### src/rtl/dfpm_pkg.sv
// ----------------------------------------------------------------------------
// dfpm_pkg
// Types, constants and functions shared by the sector ID field parser.
// ----------------------------------------------------------------------------
package dfpm_pkg;

  localparam int unsigned CfgIndexWidth = 3;
  localparam int unsigned CfgDataWidth  = 11;

  typedef enum logic [CfgIndexWidth-1:0] {
    CFG_TARGET_CYLINDER  = 3'd0,
    CFG_TARGET_HEAD      = 3'd1,
    CFG_TARGET_SECTOR    = 3'd2,
    CFG_SECTOR_SIZE_CODE = 3'd3,
    CFG_HEAD_4BIT        = 3'd4
  } cfg_index_e;

  localparam logic [15:0] CrcPoly  = 16'h1021;
  localparam logic [15:0] CrcSeed  = 16'hFFFF;
  localparam logic [7:0]  SyncMark = 8'hA1;

  localparam logic [7:0] SdhMask4 = 8'hEF;
  localparam logic [7:0] SdhMask3 = 8'hE7;

  localparam logic [2:0] PosIdle   = 3'd0;
  localparam logic [2:0] PosCrcLow = 3'd5;

  typedef enum logic [1:0] {
    ERR_NONE  = 2'd0,
    ERR_CRC   = 2'd1,
    ERR_IDENT = 2'd2
  } err_code_e;

  typedef struct packed {
    logic [7:0] id_byte;
    logic       field_start;
  } in_item_t;

  typedef struct packed {
    logic        id_valid;
    logic [10:0] cylinder_found;
    logic [7:0]  sdh_value;
    logic [7:0]  sector_found;
    logic        target_match;
    logic [1:0]  error_code;
  } out_item_t;

  typedef struct packed {
    logic [10:0] target_cylinder;
    logic [3:0]  target_head;
    logic [7:0]  target_sector;
    logic [1:0]  sector_size_code;
    logic        head_4bit;
  } cfg_t;

  typedef struct packed {
    logic legal;
    logic [2:0] high;
  } ident_map_t;

  function automatic logic [15:0] crc_add(input logic [15:0] crc, input logic [7:0] data);
    logic [15:0] c;
    c = crc ^ {data, 8'h00};
    for (int i = 0; i < 8; i++) begin
      if (c[15]) begin
        c = {c[14:0], 1'b0} ^ CrcPoly;
      end else begin
        c = {c[14:0], 1'b0};
      end
    end
    return c;
  endfunction

  localparam logic [15:0] CrcPreset = crc_add(CrcSeed, SyncMark);

  function automatic ident_map_t ident_to_high(input logic [7:0] ident);
    ident_map_t m;
    m.legal = 1'b1;
    case (ident)
      8'hFE:   m.high = 3'd0;
      8'hFF:   m.high = 3'd1;
      8'hFC:   m.high = 3'd2;
      8'hFD:   m.high = 3'd3;
      8'hF6:   m.high = 3'd4;
      8'hF7:   m.high = 3'd5;
      8'hF4:   m.high = 3'd6;
      8'hF5:   m.high = 3'd7;
      default: begin
        m.legal = 1'b0;
        m.high  = 3'd0;
      end
    endcase
    return m;
  endfunction

endpackage

### src/rtl/disk_id_field_parse_match.sv
// ----------------------------------------------------------------------------
// disk_id_field_parse_match
// Sector ID field parser with CRC check and target sector match.
// ----------------------------------------------------------------------------
// The input channel takes one decoded ID field byte per transaction, with
// field_start marking the IDENT byte after the sync mark. The sixth byte of
// a field (the low CRC byte) yields one result transaction on the output
// channel in the cycle after it is accepted; other bytes yield none.
// Throughput is one byte per cycle while the input does not stall, set by
// the byte-parallel CRC update between the field state and result registers.
// The input stalls only while a result waits in the output register and the
// receiver stalls; the stall follows the receiver's stall in the same cycle.
// The configuration channel is always ready; writes to indexes beyond the
// register list are ignored. Configuration is expected only while idle.
// Reset clears the byte position, loads the CRC preset that includes the
// sync mark, empties the output register and sets the targets to zero with
// a sector size code of one.
// ----------------------------------------------------------------------------
module disk_id_field_parse_match (
  input  logic                                    clk_i,
  input  logic                                    rst_ni,
  input  logic                                    in_valid_i,
  output logic                                    in_stall_o,
  input  dfpm_pkg::in_item_t                      in_data_i,
  output logic                                    out_valid_o,
  input  logic                                    out_stall_i,
  output dfpm_pkg::out_item_t                     out_data_o,
  input  logic                                    cfg_valid_i,
  output logic                                    cfg_ready_o,
  input  logic [dfpm_pkg::CfgIndexWidth-1:0]      cfg_index_i,
  input  logic [dfpm_pkg::CfgDataWidth-1:0]       cfg_data_i
);
  import dfpm_pkg::*;

  cfg_t      cfg_q, cfg_d;
  logic      accept;
  logic      res_valid;
  out_item_t res;
  logic      full_stalled;

  assign cfg_ready_o = 1'b1;
  assign in_stall_o  = full_stalled;
  assign accept      = in_valid_i & ~full_stalled;

  always_comb begin
    cfg_d = cfg_q;
    if (cfg_valid_i) begin
      case (cfg_index_i)
        CFG_TARGET_CYLINDER:  cfg_d.target_cylinder  = cfg_data_i[10:0];
        CFG_TARGET_HEAD:      cfg_d.target_head      = cfg_data_i[3:0];
        CFG_TARGET_SECTOR:    cfg_d.target_sector    = cfg_data_i[7:0];
        CFG_SECTOR_SIZE_CODE: cfg_d.sector_size_code = cfg_data_i[1:0];
        CFG_HEAD_4BIT:        cfg_d.head_4bit        = cfg_data_i[0];
        default: ;
      endcase
    end
  end

  always_ff @(posedge clk_i or negedge rst_ni) begin
    if (!rst_ni) begin
      cfg_q.target_cylinder  <= 11'd0;
      cfg_q.target_head      <= 4'd0;
      cfg_q.target_sector    <= 8'd0;
      cfg_q.sector_size_code <= 2'd1;
      cfg_q.head_4bit        <= 1'b0;
    end else begin
      cfg_q <= cfg_d;
    end
  end

  dfpm_field_parser u_parser (
    .clk_i       (clk_i),
    .rst_ni      (rst_ni),
    .accept_i    (accept),
    .item_i      (in_data_i),
    .cfg_i       (cfg_q),
    .res_valid_o (res_valid),
    .res_o       (res)
  );

  dfpm_out_reg u_out_reg (
    .clk_i          (clk_i),
    .rst_ni         (rst_ni),
    .load_i         (res_valid),
    .data_i         (res),
    .full_stalled_o (full_stalled),
    .out_valid_o    (out_valid_o),
    .out_stall_i    (out_stall_i),
    .out_data_o     (out_data_o)
  );

endmodule

### src/rtl/dfpm_field_parser.sv
// ----------------------------------------------------------------------------
// dfpm_field_parser
// Byte position tracking, byte-parallel CRC and result evaluation.
// ----------------------------------------------------------------------------
module dfpm_field_parser (
  input  logic                clk_i,
  input  logic                rst_ni,
  input  logic                accept_i,
  input  dfpm_pkg::in_item_t  item_i,
  input  dfpm_pkg::cfg_t      cfg_i,
  output logic                res_valid_o,
  output dfpm_pkg::out_item_t res_o
);
  import dfpm_pkg::*;

  logic [2:0]  pos_q, pos_d;
  logic [15:0] crc_q, crc_d;
  logic [7:0]  ident_q, ident_d;
  logic [7:0]  cyl_q, cyl_d;
  logic [7:0]  sdh_q, sdh_d;
  logic [7:0]  sector_q, sector_d;
  ident_map_t  imap;
  logic [10:0] cyl;
  logic [1:0]  err;
  logic [7:0]  sdh_mask, sdh_want;

  always_comb begin
    pos_d       = pos_q;
    crc_d       = crc_q;
    ident_d     = ident_q;
    cyl_d       = cyl_q;
    sdh_d       = sdh_q;
    sector_d    = sector_q;
    res_valid_o = 1'b0;
    if (accept_i) begin
      if (item_i.field_start) begin
        crc_d   = crc_add(CrcPreset, item_i.id_byte);
        ident_d = item_i.id_byte;
        pos_d   = 3'd1;
      end else if (pos_q == PosIdle || pos_q > PosCrcLow) begin
        pos_d = PosIdle;
      end else begin
        crc_d = crc_add(crc_q, item_i.id_byte);
        case (pos_q)
          3'd1:    cyl_d    = item_i.id_byte;
          3'd2:    sdh_d    = item_i.id_byte;
          3'd3:    sector_d = item_i.id_byte;
          default: ;
        endcase
        if (pos_q < PosCrcLow) begin
          pos_d = pos_q + 3'd1;
        end else begin
          pos_d       = PosIdle;
          res_valid_o = 1'b1;
        end
      end
    end
  end

  always_comb begin
    imap = ident_to_high(ident_q);
    if (crc_d != 16'h0000) begin
      err = ERR_CRC;
    end else if (!imap.legal) begin
      err = ERR_IDENT;
    end else begin
      err = ERR_NONE;
    end
    cyl      = imap.legal ? {imap.high, cyl_q} : {3'd0, cyl_q};
    sdh_mask = cfg_i.head_4bit ? SdhMask4 : SdhMask3;
    sdh_want = {1'b0, cfg_i.sector_size_code, 1'b0,
                cfg_i.head_4bit ? cfg_i.target_head : {1'b0, cfg_i.target_head[2:0]}};
    res_o.id_valid       = (err == ERR_NONE);
    res_o.cylinder_found = cyl;
    res_o.sdh_value      = sdh_q;
    res_o.sector_found   = sector_q;
    res_o.target_match   = (err == ERR_NONE) && (cyl == cfg_i.target_cylinder)
                           && ((sdh_q & sdh_mask) == sdh_want)
                           && (sector_q == cfg_i.target_sector);
    res_o.error_code     = err;
  end

  always_ff @(posedge clk_i or negedge rst_ni) begin
    if (!rst_ni) begin
      pos_q    <= PosIdle;
      crc_q    <= CrcPreset;
      ident_q  <= 8'h00;
      cyl_q    <= 8'h00;
      sdh_q    <= 8'h00;
      sector_q <= 8'h00;
    end else begin
      pos_q    <= pos_d;
      crc_q    <= crc_d;
      ident_q  <= ident_d;
      cyl_q    <= cyl_d;
      sdh_q    <= sdh_d;
      sector_q <= sector_d;
    end
  end

  a_pos_range: assert property (@(posedge clk_i) disable iff (!rst_ni)
    pos_q <= PosCrcLow)
    else $error("Byte position left the ID field range.");

  a_result_on_last: assert property (@(posedge clk_i) disable iff (!rst_ni)
    res_valid_o |-> (pos_q == PosCrcLow && !item_i.field_start))
    else $error("Result raised away from the last CRC byte.");

  a_start_opens: assert property (@(posedge clk_i) disable iff (!rst_ni)
    (accept_i && item_i.field_start) |=> (pos_q == 3'd1))
    else $error("Field start did not open a new field.");

endmodule

### src/rtl/dfpm_out_reg.sv
// ----------------------------------------------------------------------------
// dfpm_out_reg
// Result register holding one result transaction toward the receiver.
// ----------------------------------------------------------------------------
module dfpm_out_reg (
  input  logic                clk_i,
  input  logic                rst_ni,
  input  logic                load_i,
  input  dfpm_pkg::out_item_t data_i,
  output logic                full_stalled_o,
  output logic                out_valid_o,
  input  logic                out_stall_i,
  output dfpm_pkg::out_item_t out_data_o
);
  import dfpm_pkg::*;

  logic      valid_q, valid_d;
  out_item_t data_q;

  assign full_stalled_o = valid_q & out_stall_i;
  assign out_valid_o    = valid_q;
  assign out_data_o     = data_q;

  always_comb begin
    valid_d = valid_q;
    if (load_i) begin
      valid_d = 1'b1;
    end else if (valid_q && !out_stall_i) begin
      valid_d = 1'b0;
    end
  end

  always_ff @(posedge clk_i or negedge rst_ni) begin
    if (!rst_ni) begin
      valid_q <= 1'b0;
    end else begin
      valid_q <= valid_d;
    end
  end

  always_ff @(posedge clk_i) begin
    if (load_i) begin
      data_q <= data_i;
    end
  end

  a_no_overwrite: assert property (@(posedge clk_i) disable iff (!rst_ni)
    load_i |-> !(valid_q && out_stall_i))
    else $error("A pending result was overwritten.");

endmodule
### config.mk
export PLATFORM = sky130hd
export DESIGN_NAME = disk_id_field_parse_match
export DESIGN_NICKNAME = d
export VERILOG_FILES = /design/src/rtl/dfpm_pkg.sv /design/src/rtl/disk_id_field_parse_match.sv /design/src/rtl/dfpm_field_parser.sv /design/src/rtl/dfpm_out_reg.sv
export SDC_FILE = /design/constraint.sdc
export NUM_CORES = 1
export LEC_CHECK = 0
export BUFFER_PORTS_ARGS = -buffer_cell sky130_fd_sc_hd__buf_2
export CORE_MARGIN = 5
export CORE_UTILIZATION = 50
export CTS_BUF_LIST = sky130_fd_sc_hd__clkbuf_4 sky130_fd_sc_hd__clkbuf_8 sky130_fd_sc_hd__clkbuf_16
export CTS_CLUSTER_SIZE = 20
export DETAILED_ROUTE_END_ITERATION = 12
export GPL_TIMING_DRIVEN = 0
export HOLD_SLACK_MARGIN = 0.1
export PLACE_DENSITY = 0.74
export SLEW_MARGIN = 20
export SYNTH_ARGS = -nofsm -noshare
export SYNTH_HDL_FRONTEND = slang
export SYNTH_SLANG_ARGS = --single-unit
### constraint.sdc
create_clock -name clk_i -period 4.47 [get_ports clk_i]
set_input_delay 0.447 -clock clk_i [delete_from_list [all_inputs] [get_ports clk_i]]
set_output_delay 0.447 -clock clk_i [all_outputs]
set_load 0.1 [all_outputs]
=== Word-level counts from Yosys, hierarchy flattened ===
Cells that the tools add are included.

* Logic and storage cells: 154
* Output and inout port bits: 34
* Register bits: 109
* Input bits: 28

* Eq/ne operators: 18
* Add/sub/neg operators: 1
* $lt $le $gt $ge: 2
* Reduce and logical (&&, ||, !) cells: 21
* Bitwise operators: 24
* Multiplexer cells: 70

{| class="wikitable"
|+ Operators with widths
! cell !! count
|-
| 2-to-1 mux 16 bit || 38
|-
| 2-to-1 mux 13 bit || 16
|-
| equality test 8 bit, second input constant || 8
|-
| NOT 3 bit || 16
|-
| one-hot mux 3 bit (7 select lines) || 1
|-
| nonzero test 16 bit || 1
|-
| bitwise XOR 16 bit || 1
|-
| equality test 3 x 2 -> 1 bit, second input constant || 4
|-
| AND reduction 2 bit || 6
|-
| AND reduction 4 bit || 3
|-
| equality test 11 bit || 1
|-
| 2-to-1 mux 11 bit || 1
|-
| 2-to-1 mux 3 bit || 3
|-
| AND 8 bit || 1
|-
| equality test 8 x 7 -> 1 bit || 1
|-
| equality test 8 bit || 1
|-
| 2-to-1 mux 4 bit || 2
|-
| OR reduction 8 bit || 1
|-
| 2-to-1 mux 1 bit || 7
|-
| NOT 7 bit || 1
|-
| equality test 3 x 1 -> 1 bit, second input constant || 2
|-
| zero test 3 bit || 2
|-
| logical AND 1 bit || 4
|-
| 2-to-1 mux 2 bit || 2
|-
| 10 further kinds || 13
|}

=== Longest topological paths before layout ===
Gate-level depths: netlist of the first run.

* Word-level depth: 47
* Depth in mapped cells: 9
* Depth with buffers taken out: 8

=== By module ===
Synthesis of the first run repeated with hierarchy kept, for this count alone.

* Cells, all modules: 385
* Area total of the unflattened synthesis: 5246.3 um^2

{| class="wikitable"
|+ Modules (own cells, without submodules)
! module !! cells an instance !! times used !! area an instance (um^2) !! sequential area each (um^2)
|-
| dfpm_field_parser || 289 || 1 || 3195.6 || 1285.0
|-
| disk_id_field_parse_match || 62 || 1 || 1081.0 || 651.9
|-
| dfpm_out_reg || 34 || 1 || 969.7 || 955.9
|}

=== Least setup slack after synthesis of the first run ===
OpenSTA, ideal clock, no wires.

* Path kind: reg2reg
* From: reg u_out_reg.valid_q, in the netlist u_out_reg.out_valid_o
* To: reg u_out_reg.data_q, in the netlist u_out_reg.out_data_o[0] (enable)
* Clock period less this slack: 3968 ps
* Setup time: 459 ps
* Cell stages (with the launch flop): 4
* Slack: 502 ps
* Data arrival time: 3508 ps
* Buffers on the path: 0
* Cells stage by stage: dfrtp_1 -> a21boi_1 -> o211ai_1 -> nor3_1

* Cells in the longest elaborated chain, start to end: 4

{| class="wikitable"
|+ Ends and longest elaborated chain
! what !! line !! text
|-
| start: declaration || dfpm_out_reg.sv:17 || <nowiki>logic valid_q, valid_d;</nowiki>
|-
| start signal: assignment || dfpm_out_reg.sv:37 || <nowiki>valid_q <= valid_d;</nowiki>
|-
| AND 1 bit || dfpm_out_reg.sv:20 || <nowiki>assign full_stalled_o = valid_q & out_stall_i;</nowiki>
|-
| NOT 1 bit || disk_id_field_parse_match.sv:43 || <nowiki>assign accept = in_valid_i & ~full_stalled;</nowiki>
|-
| AND 1 bit || disk_id_field_parse_match.sv:43 ||
|-
| 2-to-1 mux 1 bit || dfpm_field_parser.sv:35 || <nowiki>if (accept_i) begin</nowiki>
|-
| via res_valid || disk_id_field_parse_match.sv:37 || <nowiki>logic res_valid;</nowiki>
|-
| end signal: assignment || dfpm_out_reg.sv:43 || <nowiki>data_q <= data_i;</nowiki>
|-
| end: declaration || dfpm_out_reg.sv:18 || <nowiki>out_item_t data_q;</nowiki>
|}

The timed path passes the listed nets, and every way through them passes these cells.
A chain may end at the register's enable or synchronous reset.

==> implementation parameters, run 1 <==
Parameter                              Value

STA
  Maximum clock frequency ... 0.309 GHz
  Final hold violation count ... 0
  Setup slack after layout ... 1230 ps
  Slew margin rel. ... a little under 50%
  Slew @ Worst Pin ... 744 ps
  Setup repair after global routing missed its margin ... no
  Setup violators final ... 0
  Fin crit share ... 72.5%
  Total negative setup slack ... 0 ps
  Final Hold Slack ... 304 ps
  Number of max-slew violations in the final report ... 0
  Worst Clk Skew ... 10.1 ps
  Final period demand of the worst path ... approximately 3200 ps

Cells and area
  Area growth, synth to finish ... 13.6%
  Filler instances ... 860
  Diodes inserted ... 0
  Leading cell type in the layout, fill and taps excluded ... sky130_fd_sc_hd__dfrtp_1
  Fraction of the core area covered by cells at the end of the flow ... 57.9%
  Share of final-layout standard cells stronger than drive strength 1 ... 37.1%
  Final nets ... 483
  Highest-count cells in the layout ignoring fill and taps ... sky130_fd_sc_hd__dfrtp_1, sky130_fd_sc_hd__mux2_2, sky130_fd_sc_hd__buf_2

Setup path
  Crit. End Element ... register
  Largest delay share family, worst path ... simple AND/OR/NAND/NOR gates
  Buffers & Inverters on Critical Path ... 1
  Critical path fanouts, max ... 8
  Endpoint required time on the critical path ... 4590 ps
  Critical Path Slowest Stage Cell ... sky130_fd_sc_hd__a221o_1
  Most Frequent Cell on Critical Path ... sky130_fd_sc_hd__a221o_1
  Startpoint class of the critical path ... register
  Startpoint-to-endpoint class of the critical path ... reg -> reg
  Critical path cell sequence ... inv_1 > ha_1 > nor2b_2 > a221o_1 > a221o_1 > nor2_1 > or4b_4 > or3_1
  Data arrival time at the worst-slack endpoint ... around 3400 ps
  Slowest stage delay, CP ... 520 ps

Clocking
  Hold buffers post-CTS ... 1
  CTS tree ... done
  Clock sinks ... 109
  Clk slew on worst S/H paths ... 100 ps
  Clock latency at the later pin of the worst-skew pair ... 370 ps
  Clock buffer depth ... 2
  Number of buffers created by CTS ... 9
  CTS H-Tree Depth ... 3
  CTS-repair resized insts ... 0
  Post-CTS Setup Inserts ... 0
  Master cell of the clock root buffer ... sky130_fd_sc_hd__clkbuf_8

Drt
  Number of routed nets with antenna violations ... 0
  Total detailed-routing wirelength ... 11000 um
  Number of DRC violations after detailed-routing iteration 0 ... 245
  DRC ... 0
  Routed wire length per instance ... 18.7 um
  Number of detailed-routing iterations run before antenna repair ... 5
  Detail-routed via count per cell ... 5.55
  Routed vias ... about 3300

Power and ir drop
  Leak pwr ... 2.52 nW
  PD cells ... 547 nW/um2
  Maximum resistive drop on vdd ... 0.284 mV

Worst hold path
  Path class of the lowest-slack min-delay path ... in -> reg

Synthesis
  Net count after synthesis ... 412
  Flip-flop and latch count after synthesis ... 109
  Part of the Yosys area used for sequential elements ... between 50% and 60%
  Number of instances in the synthesized netlist ... 379
  Count of yosys warnings during synthesis ... 0
  Most frequently used flop master after synthesis ... sky130_fd_sc_hd__dfrtp_1
  Cell area after technology mapping ... 5220 um2
  Synth async-reset ratio ... 71.6%
  EDFF count, synth ... 31
  Distinct cells, synth ... 65
  Avg Synthesized Cell Area ... 13.8 um2

Global routing
  Global-route wire length before repair ... 18100 um
  Largest net degree at the start of global routing ... 57
  Overall fraction of global-route tracks in use ... a little under a fifth
  Congestion Overflow GR ... 0
  Antenna violations before repair ... 0
  Vias in the first global route ... 3391

Placement
  Post-Place Worst Slack ... 1270 ps
  Post-DP HPWL ... 8090 um
  Final estimated routing congestion in global placement ... between 0.9 and 1
  Port bufs ... 55

Status
  Outcome ... complete, no violations

Die
  Number of top-level pins ... 62
  Number of rows in the core area ... 37
  Standard cell core area ... between 10000 and 15000 um2
  Initial standard-cell utilization of the core ... 51.0%
  Die Outline Area ... 12600 um2
  Die width ... 112 um
  Die Span Y ... 112 um

Run
  Max-cap violations ... 0
-- state kept, by name (all words and copies together) (netlist names), 3 cells and up --
| register | cells |
|---|---|
| u_parser.sdh_q | 8 |
| u_parser.pos_q | 3 |
| u_parser.crc_q | 16 |
| u_parser.ident_q | 8 |
| u_parser.cyl_q | 8 |
| cfg_q | 26 |
| u_parser.sector_q | 8 |
| u_out_reg.out_data_o | 31 |
-- final cells by class --
| class | instances | area (um2) | share of cell area (%) |
|---|---|---|---|
| Sequential cell | 109 | 2890 | 48.8 |
| Multi-Input combinational cell | 243 | 2190 | 36.9 |
| Timing Repair Buffer | 60 | 342 | 5.76 |
| Tap cell | 136 | 170 | 2.87 |
| Clock buffer | 10 | 131 | 2.22 |
| Buffer | 14 | 93.8 | 1.58 |
| Clock inverter | 6 | 60.1 | 1.01 |
| Inverter | 13 | 48.8 | 0.823 |
-- through the flow --
| step | std cells | power, mW | cell area [um2] |
|---|---|---|---|
| after floorplan | 379 | 2.41 | 5220 |
| after global routing | 591 | 3.42 | 5930 |
| final | 591 | 3.24 | 5930 |
| after global placement | 570 | 2.62 | 5660 |
| after CTS | 591 | 3.25 | 5930 |
| after detailed placement | 574 | 2.68 | 5720 |
-- cell families (layout without fill, tap and decap cells) --
| logic type | after synthesis | count (layout) | share of synthesized area [%] |
|---|---|---|---|
| DFF | 109 | 109 | 55.4 |
| muxes | 59 | 59 | 12.7 |
| AOI/OAI and AO/OA | 47 | 47 | 7.41 |
| xor gates and xnor gates | 55 | 55 | 12.5 |
| other | 1 | 1 | 0.0719 |
| adders and majority gates | 5 | 5 | 1.20 |
| and+or+nand+nor | 76 | 76 | 7.91 |
| buffers and inverters | 27 | 103 | 2.73 |
-- layer usage --
metal / vias to the layer above / track usage [%] / part of all wire, %
met2: 113 / 28.7 / 47
met4: 0 / 4.01 / 1.0
met1: 1629 / 25.7 / 45
met3: 11 / 3.88 / 6.2
li1: 1530 / - / -
met5: - / 0 / 0
-- final timing paths --
check                                  start                       end  slack, ps  cells past startpoint
setup / recovery           u_parser.pos_q[0]   u_out_reg.out_data_o[0]       1230                      8
hold / removal                 cfg_data_i[9]                 cfg_q[24]        300                      2
setup reg to reg           u_parser.pos_q[0]   u_out_reg.out_data_o[0]       1230                      8
hold reg to reg            u_parser.sdh_q[4]  u_out_reg.out_data_o[15]        470                      0
max in group asynchronous             rst_ni         u_parser.crc_q[4]       3330                      3
min in group asynchronous             rst_ni                 cfg_q[20]        510                      2
-- where the power goes --
group	leakage (nW)	total, mW	internal (mW)	switching, mW
registers	1.21	1.58	1.33	0.248
clock network	0.0908	0.569	0.220	0.349
logic	1.22	1.10	0.594	0.502
total	2.52	3.24	2.14	1.10
-- cells in the mapped netlist (5+ instances only) --
cell type                  instances  share of area, %
sky130_fd_sc_hd__dfrtp_1          70                34
sky130_fd_sc_hd__mux2_2           58                13
sky130_fd_sc_hd__edfxtp_1         31                18
sky130_fd_sc_hd__xor2_1           23               3.9
sky130_fd_sc_hd__nor2_1           19               1.4
sky130_fd_sc_hd__xnor2_1          19               3.2
sky130_fd_sc_hd__inv_1            12              0.86
sky130_fd_sc_hd__nand2_1          10              0.72
sky130_fd_sc_hd__nor3_1           10              0.96
sky130_fd_sc_hd__dfstp_2           8               4.0
sky130_fd_sc_hd__a221oi_1          6               1.0
sky130_fd_sc_hd__clkbuf_1          6              0.43
sky130_fd_sc_hd__nand3_1           6              0.58
sky130_fd_sc_hd__a221o_1           5              0.96
sky130_fd_sc_hd__ha_1              5               1.2
sky130_fd_sc_hd__o21ai_0           5              0.48
-- worst register-to-register path, cell delays in order, from the launching register on --
cell	delay (ps)
sky130_fd_sc_hd__dfrtp_1	480
sky130_fd_sc_hd__inv_1	120
sky130_fd_sc_hd__ha_1	240
sky130_fd_sc_hd__nor2b_2	200
sky130_fd_sc_hd__a221o_1	520
sky130_fd_sc_hd__a221o_1	400
sky130_fd_sc_hd__nor2_1	180
sky130_fd_sc_hd__or4b_4	500
sky130_fd_sc_hd__or3_1	350
Note: power is estimated with default switching activity, not from simulation.
==> inputs of run 2 (changes only) <==
Settings changed: ABC_AREA set to 1.
Clock period 4.47 ns to 3 ns, I/O delays scaled along.
==> implementation parameters, run 2 <==
Parameter                              Value

Drt
  Number of routed nets with antenna violations ... 0 (unchanged)
  Detail-routed via count per cell ... 5.20 (was 5.55)
  DRC ... 0 (unchanged)
  Total detailed-routing wirelength ... 13500 um (was 11000 um)
  Number of detailed-routing iterations run before antenna repair ... 5 (unchanged)
  Number of DRC violations after detailed-routing iteration 0 ... 292 (was 245)
  Routed vias ... 4561 (was 3283)
  Routed wire length per instance ... 15.4 um (was 18.7 um)

Synthesis
  Count of yosys warnings during synthesis ... 0 (unchanged)
  Synth async-reset ratio ... 71.6% (unchanged)
  Most frequently used flop master after synthesis ... sky130_fd_sc_hd__dfrtp_1 (unchanged)
  Cell area after technology mapping ... 5410 um2 (was 5220 um2)
  Part of the Yosys area used for sequential elements ... 53.5% (was 55.4%)
  Avg Synthesized Cell Area ... 8.18 um2 (was 13.8 um2)
  Post-synth top area cell ... sky130_fd_sc_hd__dfrtp_1 (unchanged)
  Proportion of netlist area held by the largest area contributor ... 32.4% (was 33.6%)
  EDFF count, synth ... 31 (unchanged)
  Top-count cell post-synth ... sky130_fd_sc_hd__nand2_1 (was sky130_fd_sc_hd__dfrtp_1)
  Number of instances in the synthesized netlist ... 661 (was 379)
  Cell types with the largest area share after synthesis ... sky130_fd_sc_hd__dfrtp_1, sky130_fd_sc_hd__edfxtp_1, sky130_fd_sc_hd__nand2_1 (was sky130_fd_sc_hd__dfrtp_1, sky130_fd_sc_hd__edfxtp_1, sky130_fd_sc_hd__mux2_2)
  Distinct cells, synth ... 41 (was 65)
  Net count after synthesis ... 694 (was 412)
  Flip-flop and latch count after synthesis ... 109 (unchanged)
  Commonest cells post-synth ... sky130_fd_sc_hd__nand2_1, sky130_fd_sc_hd__inv_1, sky130_fd_sc_hd__dfrtp_1 (was sky130_fd_sc_hd__dfrtp_1, sky130_fd_sc_hd__mux2_2, sky130_fd_sc_hd__edfxtp_1)

Power and ir drop
  Leak pwr ... 3.10 nW (was 2.52 nW)
  PD cells ... 704 nW/um2 (was 547 nW/um2)
  Maximum resistive drop on vdd ... 0.390 mV (was 0.284 mV)

Die
  Die Outline Area ... 13000 um2 (was 12600 um2)
  Number of top-level pins ... 62 (unchanged)
  Standard cell core area ... 10700 um2 (was 10200 um2)
  Die Span Y ... 114 um (was 112 um)
  Die width ... 114 um (was 112 um)
  Initial standard-cell utilization of the core ... 50.5% (was 51.0%)
  Number of rows in the core area ... 38 (was 37)

STA
  Maximum clock frequency ... 0.397 GHz (was 0.309 GHz)
  Worst Clk Skew ... 18.2 ps (was 10.1 ps)
  Final period demand of the worst path ... 2520 ps (was 3240 ps)
  Setup repair after global routing missed its margin ... no (unchanged)
  Setup slack after layout ... 481 ps (was 1230 ps)
  Final hold violation count ... 0 (unchanged)
  Slew @ Worst Pin ... 770 ps (was 744 ps)
  Number of max-slew violations in the final report ... 0 (unchanged)
  Slew margin rel. ... 48.5% (was 49.1%)
  Final Hold Slack ... 163 ps (was 304 ps)
  Fin crit share ... 84.0% (was 72.5%)
  Total negative setup slack ... 0 ps (unchanged)
  Setup violators final ... 0 (unchanged)

Clocking
  Post-CTS Setup Inserts ... 0 (unchanged)
  Clock sinks ... 109 (unchanged)
  Number of buffers created by CTS ... 9 (unchanged)
  CTS-repair resized insts ... 0 (unchanged)
  Master cell of the clock root buffer ... sky130_fd_sc_hd__clkbuf_8 (unchanged)
  CTS H-Tree Depth ... 3 (unchanged)
  Clock latency at the later pin of the worst-skew pair ... 380 ps (was 370 ps)
  Clk slew on worst S/H paths ... 90 ps (was 100 ps)
  Hold buffers post-CTS ... 1 (unchanged)
  Clock buffer depth ... 2 (unchanged)
  CTS tree ... done (unchanged)

Setup path
  Most Frequent Cell on Critical Path ... sky130_fd_sc_hd__nand2_1 (was sky130_fd_sc_hd__a221o_1)
  Largest delay share family, worst path ... simple AND/OR/NAND/NOR gates (unchanged)
  Slowest stage delay, CP ... 640 ps (was 520 ps)
  Critical path fanouts, max ... 22 (was 8)
  Crit. End Element ... register (unchanged)
  Data arrival time at the worst-slack endpoint ... 2600 ps (was 3360 ps)
  Startpoint-to-endpoint class of the critical path ... reg -> reg (unchanged)
  Buffers & Inverters on Critical Path ... 1 (unchanged)
  Critical path cell sequence ... nand2_1 > nand2_1 > nor2_1 > nand3_1 > nor2_4 > buf_16 (was inv_1 > ha_1 > nor2b_2 > a221o_1 > a221o_1 > nor2_1 > or4b_4 > or3_1)
  Critical Path Slowest Stage Cell ... sky130_fd_sc_hd__nor2_1 (was sky130_fd_sc_hd__a221o_1)
  Startpoint class of the critical path ... register (unchanged)
  Endpoint required time on the critical path ... 3080 ps (was 4590 ps)

Cells and area
  Diodes inserted ... 0 (unchanged)
  Largest register FFs ... 31 (unchanged)
  Final nets ... 765 (was 483)
  Area occupied by multi-input gates ... 2060 um2 (was 2190 um2)
  Filler instances ... 975 (was 860)
  Highest-count cells in the layout ignoring fill and taps ... sky130_fd_sc_hd__nand2_1, sky130_fd_sc_hd__inv_1, sky130_fd_sc_hd__dfrtp_1 (was sky130_fd_sc_hd__dfrtp_1, sky130_fd_sc_hd__mux2_2, sky130_fd_sc_hd__buf_2)
  Design Area, Final ... 6140 um2 (was 5930 um2)
  Area used by sequential logic in the layout ... 2890 um2 (unchanged)
  Area growth, synth to finish ... 13.7% (was 13.6%)
  Share of final-layout standard cells stronger than drive strength 1 ... 15.2% (was 37.1%)
  Leading cell type in the layout, fill and taps excluded ... sky130_fd_sc_hd__nand2_1 (was sky130_fd_sc_hd__dfrtp_1)

Global routing
  Antenna violations before repair ... 0 (unchanged)
  Congestion Overflow GR ... 0 (unchanged)
  Vias in the first global route ... 4455 (was 3391)
  Global-route wire length before repair ... 22400 um (was 18100 um)
  Overall fraction of global-route tracks in use ... 22.0% (was 18.0%)
  Largest net degree at the start of global routing ... 56 (was 57)

Placement
  Post-DP HPWL ... 10300 um (was 8090 um)
  Post-Place Worst Slack ... 494 ps (was 1270 ps)
  Final estimated routing congestion in global placement ... 0.877 (was 0.916)
  Standard cell area after detailed placement ... 5930 um2 (was 5720 um2)
  Port bufs ... 57 (was 55)

Status
  Outcome ... complete, no violations (unchanged)

Worst hold path
  Path class of the lowest-slack min-delay path ... in -> reg (unchanged)

Run
  Max-cap violations ... 0 (unchanged)
==> run 2: changes by cell type after synthesis, moves of 5 or more <==
cell,before,now
sky130_fd_sc_hd__xor2_1,23,4
sky130_fd_sc_hd__nor3_1,10,0
sky130_fd_sc_hd__a221oi_1,6,0
sky130_fd_sc_hd__mux2_2,58,3
sky130_fd_sc_hd__nand3_1,6,29
sky130_fd_sc_hd__nor2_1,19,43
sky130_fd_sc_hd__o21ai_0,5,66
sky130_fd_sc_hd__inv_1,12,88
sky130_fd_sc_hd__xnor2_1,19,3
sky130_fd_sc_hd__a21oi_1,4,18
sky130_fd_sc_hd__a221o_1,5,0
sky130_fd_sc_hd__nand2_1,10,236
==> run 2: layer usage <==
metal | wire [um] | global-route usage [%] | up-vias | part of all wire [%]
li1 | - | - | 2240 | -
met1 | 6030 | 30.2 | 2158 | 44
met2 | 6330 | 35.3 | 143 | 47
met3 | 912 | 4.56 | 20 | 6.7
met4 | 273 | 6.89 | 0 | 2.0
met5 | 0 | 0 | - | 0
==> run 2: report_power, final <==
part	total, mW	switching [mW]	leakage [nW]	internal, mW
Clock	0.904	0.503	0.103	0.401
Combinational	1.27	0.835	1.76	0.438
Sequential	2.15	0.255	1.23	1.89
==> run 2: path summary, 6_finish.rpt <==
kind | cells after the start | start | slack, ps | end
min reg2reg | 0 | u_parser.cyl_q[5] | 460 | u_out_reg.out_data_o[24]
min | 2 | cfg_data_i[10] | 160 | cfg_q[25]
max | 6 | u_out_reg.out_valid_o | 480 | u_out_reg.out_data_o[29]
max in group asynchronous | 3 | rst_ni | 2000 | cfg_q[1]
max reg2reg | 6 | u_out_reg.out_valid_o | 480 | u_out_reg.out_data_o[29]
min in group asynchronous | 2 | rst_ni | 360 | u_parser.crc_q[12]
==> run 2: cell families (layout without fill, tap and decap cells) <==
group                    count (synthesis)  in the layout  synth area share [%]
AO/OA/AOI/OAI                          106            106                  10.9
flip-flops                             109            109                  53.5
buffers and inverters                  108            184                  8.49
XOR/XNOR                                 7              7                  1.13
multiplexers                             3              3                 0.625
other                                    1              1                0.0694
adder cells (fa/ha/maj)                  5              5                  1.16
AND/OR/NAND/NOR                        322            322                  24.1
==> run 2: per-stage QoR <==
| stage | util (%) | cells | total power, mW |
|---|---|---|---|
| 2_1_floorplan | - | 661 | 3.04 |
| 3_3_place_gp | 54.9 | 858 | 3.37 |
| 3_5_place_dp | 55.5 | 860 | 3.43 |
| 4_1_cts | 57.4 | 877 | 4.33 |
| 5_1_grt | 57.4 | 877 | 4.61 |
| 6_report | 57.4 | 877 | 4.32 |
==> run 2: layout make-up <==
cell class | instances | area share [%]
timing repair buffer | 60 | 5.74
clock buffer | 13 | 2.89
buffer | 17 | 1.91
multi-input combinational | 444 | 33.6
inverter | 91 | 5.56
tap | 140 | 2.85
sequential | 109 | 47.1
clock inverter | 3 | 0.407
==> inputs of run 3 (changes only) <==
Settings changed: PLACE_DENSITY 0.74 to 0.77.
Clock period 3 ns to 2.1 ns, I/O delays scaled along.
==> implementation parameters, run 3 (synthesized netlist as in run 2, its figures left out) <==
Parameter                              Value

Cells and area
  Share of final-layout standard cells stronger than drive strength 1 ... 20.2% (was 15.2%)
  Count of placed standard cells in the final layout, fillers left out ... 901 (was 877)
  Area occupied by multi-input gates ... 2180 um2 (was 2060 um2)
  Leading cell type in the layout, fill and taps excluded ... sky130_fd_sc_hd__nand2_1 (unchanged)
  Area growth, synth to finish ... 21.5% (was 13.7%)
  Highest-count cells in the layout ignoring fill and taps ... sky130_fd_sc_hd__nand2_1, sky130_fd_sc_hd__inv_1, sky130_fd_sc_hd__dfrtp_1 (unchanged)
  Area used by sequential logic in the layout ... 2900 um2 (was 2890 um2)
  Diodes inserted ... 0 (unchanged)
  Final nets ... 789 (was 765)
  Filler instances ... 912 (was 975)
  Largest register FFs ... 31 (unchanged)

Setup path
  Startpoint-to-endpoint class of the critical path ... reg -> reg (unchanged)
  Crit. End Element ... register (unchanged)
  Largest delay share family, worst path ... simple AND/OR/NAND/NOR gates (unchanged)
  Slowest stage delay, CP ... 440 ps (was 640 ps)
  Critical Path Slowest Stage Cell ... sky130_fd_sc_hd__dfrtp_1 (was sky130_fd_sc_hd__nor2_1)
  Count of cell instances traversed by the critical path ... 13 (was 6)
  Critical path cell sequence ... inv_2 > ha_4 > nand2_4 > nand2_4 > buf_8 > buf_12 > a21oi_2 > nand2_1 > a21oi_2 > nand2_2 > nor2_4 > nand4_1 > nor2_1 (was nand2_1 > nand2_1 > nor2_1 > nand3_1 > nor2_4 > buf_16)
  Endpoint required time on the critical path ... 2330 ps (was 3080 ps)
  Buffers & Inverters on Critical Path ... 3 (was 1)
  Startpoint class of the critical path ... register (unchanged)
  Data arrival time at the worst-slack endpoint ... 2410 ps (was 2600 ps)
  Depth of the worst register-to-register path ... 13 (was 6)
  Critical path fanouts, max ... 5 (was 22)

Global routing
  Overall fraction of global-route tracks in use ... 22.7% (was 22.0%)
  Largest net degree at the start of global routing ... 61 (was 56)
  Congestion Overflow GR ... 0 (unchanged)
  Vias in the first global route ... 4606 (was 4455)
  Antenna violations before repair ... 0 (unchanged)
  Global-route wire length before repair ... 23100 um (was 22400 um)

Run
  Max-cap violations ... 0 (unchanged)

Drt
  Detail-routed via count per cell ... 5.28 (was 5.20)
  DRC ... 0 (unchanged)
  Number of DRC violations after detailed-routing iteration 0 ... 387 (was 292)
  Routed wire length per instance ... 15.8 um (was 15.4 um)
  Total detailed-routing wirelength ... 14300 um (was 13500 um)
  Number of routed nets with antenna violations ... 0 (unchanged)
  Number of detailed-routing iterations run before antenna repair ... 5 (unchanged)
  Routed vias ... 4759 (was 4561)

Die
  Die width ... 114 um (unchanged)
  Number of rows in the core area ... 38 (unchanged)
  Number of top-level pins ... 62 (unchanged)
  Die Outline Area ... 13000 um2 (unchanged)
  Initial standard-cell utilization of the core ... 50.5% (unchanged)
  Die Span Y ... 114 um (unchanged)
  Standard cell core area ... 10700 um2 (unchanged)

STA
  Setup violators final ... 4 (was 0)
  Number of max-slew violations in the final report ... 0 (unchanged)
  Total negative setup slack ... -148 ps (was 0 ps)
  Final Hold Slack ... 107 ps (was 163 ps)
  Fin crit share ... 104% (was 84.0%)
  Setup slack after layout ... -73.8 ps (was 481 ps)
  Slew @ Worst Pin ... 749 ps (was 770 ps)
  Final hold violation count ... 0 (unchanged)
  Final period demand of the worst path ... 2170 ps (was 2520 ps)
  Setup repair after global routing missed its margin ... yes (was no)
  Worst Clk Skew ... 14.9 ps (was 18.2 ps)
  Maximum clock frequency ... 0.460 GHz (was 0.397 GHz)
  Slew margin rel. ... 49.6% (was 48.5%)

Clocking
  CTS H-Tree Depth ... 3 (unchanged)
  CTS tree ... done (unchanged)
  Master cell of the clock root buffer ... sky130_fd_sc_hd__clkbuf_8 (unchanged)
  Clk slew on worst S/H paths ... 110 ps (was 90 ps)
  Clock sinks ... 109 (unchanged)
  Clock buffer depth ... 2 (unchanged)
  Clock latency at the later pin of the worst-skew pair ... 380 ps (about the same)
  Number of buffers created by CTS ... 9 (unchanged)

Status
  Violations in the final reports ... setup timing
  Outcome ... finished with violations (was complete, no violations)

Worst hold path
  Path class of the lowest-slack min-delay path ... in -> reg (unchanged)
  Instance count along the most critical hold path ... 3 (was 2)

Placement
  Port bufs ... 57 (unchanged)
  Post-DP HPWL ... 10200 um (was 10300 um)
  Dpl cells ... 859 (was 860)
  Post-Place Worst Slack ... -228 ps (was 494 ps)
  Final estimated routing congestion in global placement ... 0.949 (was 0.877)

Power and ir drop
  Maximum resistive drop on vdd ... 0.390 mV (about the same)
  PD cells ... 1010 nW/um2 (was 704 nW/um2)
  Leak pwr ... 3.25 nW (was 3.10 nW)
  Overall power consumption ... 6.62 mW (was 4.32 mW)
-- run 3: where the power goes --
part	internal (mW)	total (mW)	switching, mW
clock	0.663	1.37	0.709
sequential	2.70	3.08	0.380
combinational	0.831	2.16	1.33
-- run 3: layer usage --
metal  routed length (um)  GRT usage [%]  vias to the layer above
li1                     -              -                     2297
met1                 5940           30.1                     2221
met2                 6990           38.2                      207
met3                 1030           3.55                       34
met4                  309           7.60                        0
met5                    0              0                        -
-- run 3: final timing paths --
check | startpoint | to | slack (ps)
setup / recovery | u_parser.pos_q[0] | u_out_reg.out_data_o[2] | -70
hold / removal | cfg_data_i[5] | cfg_q[20] | 110
setup reg to reg | u_parser.pos_q[0] | u_out_reg.out_data_o[2] | -70
hold reg to reg | u_parser.sdh_q[5] | u_out_reg.out_data_o[16] | 460
max in group asynchronous | rst_ni | cfg_q[1] | 1210
min in group asynchronous | rst_ni | u_parser.pos_q[1] | 250
-- run 3: per-stage QoR --
step	util, %	instance area (um2)
after floorplan	-	5440
after global placement	55.1	5900
after detailed placement	55.4	5930
after CTS	60.2	6440
after global routing	61.4	6570
final	61.4	6570
-- run 3: layout make-up --
cell class	count	share of cell area [%]
flip-flops and latches	109	44.1
multi-input cells	445	33.1
repair buffers	84	9.33
inverters	91	5.35
clock buffers	14	3.18
well taps	140	2.67
plain buffers	16	1.96
clock inverters	2	0.286
-- run 3: worst min-delay path: stages --
cell and delay (ps):
sky130_fd_sc_hd__buf_2 90, sky130_fd_sc_hd__inv_1 60, sky130_fd_sc_hd__o21ai_0 80
-- run 3: what timing repair did --
item,in CTS,in global routing
cloned,2,1
endpoints found under the setup margin,45,38
hold buffers,6,0
pin swaps,12,16
gates resized for setup,23,12
hold endpoints to repair,82,0
setup buffers,10,8
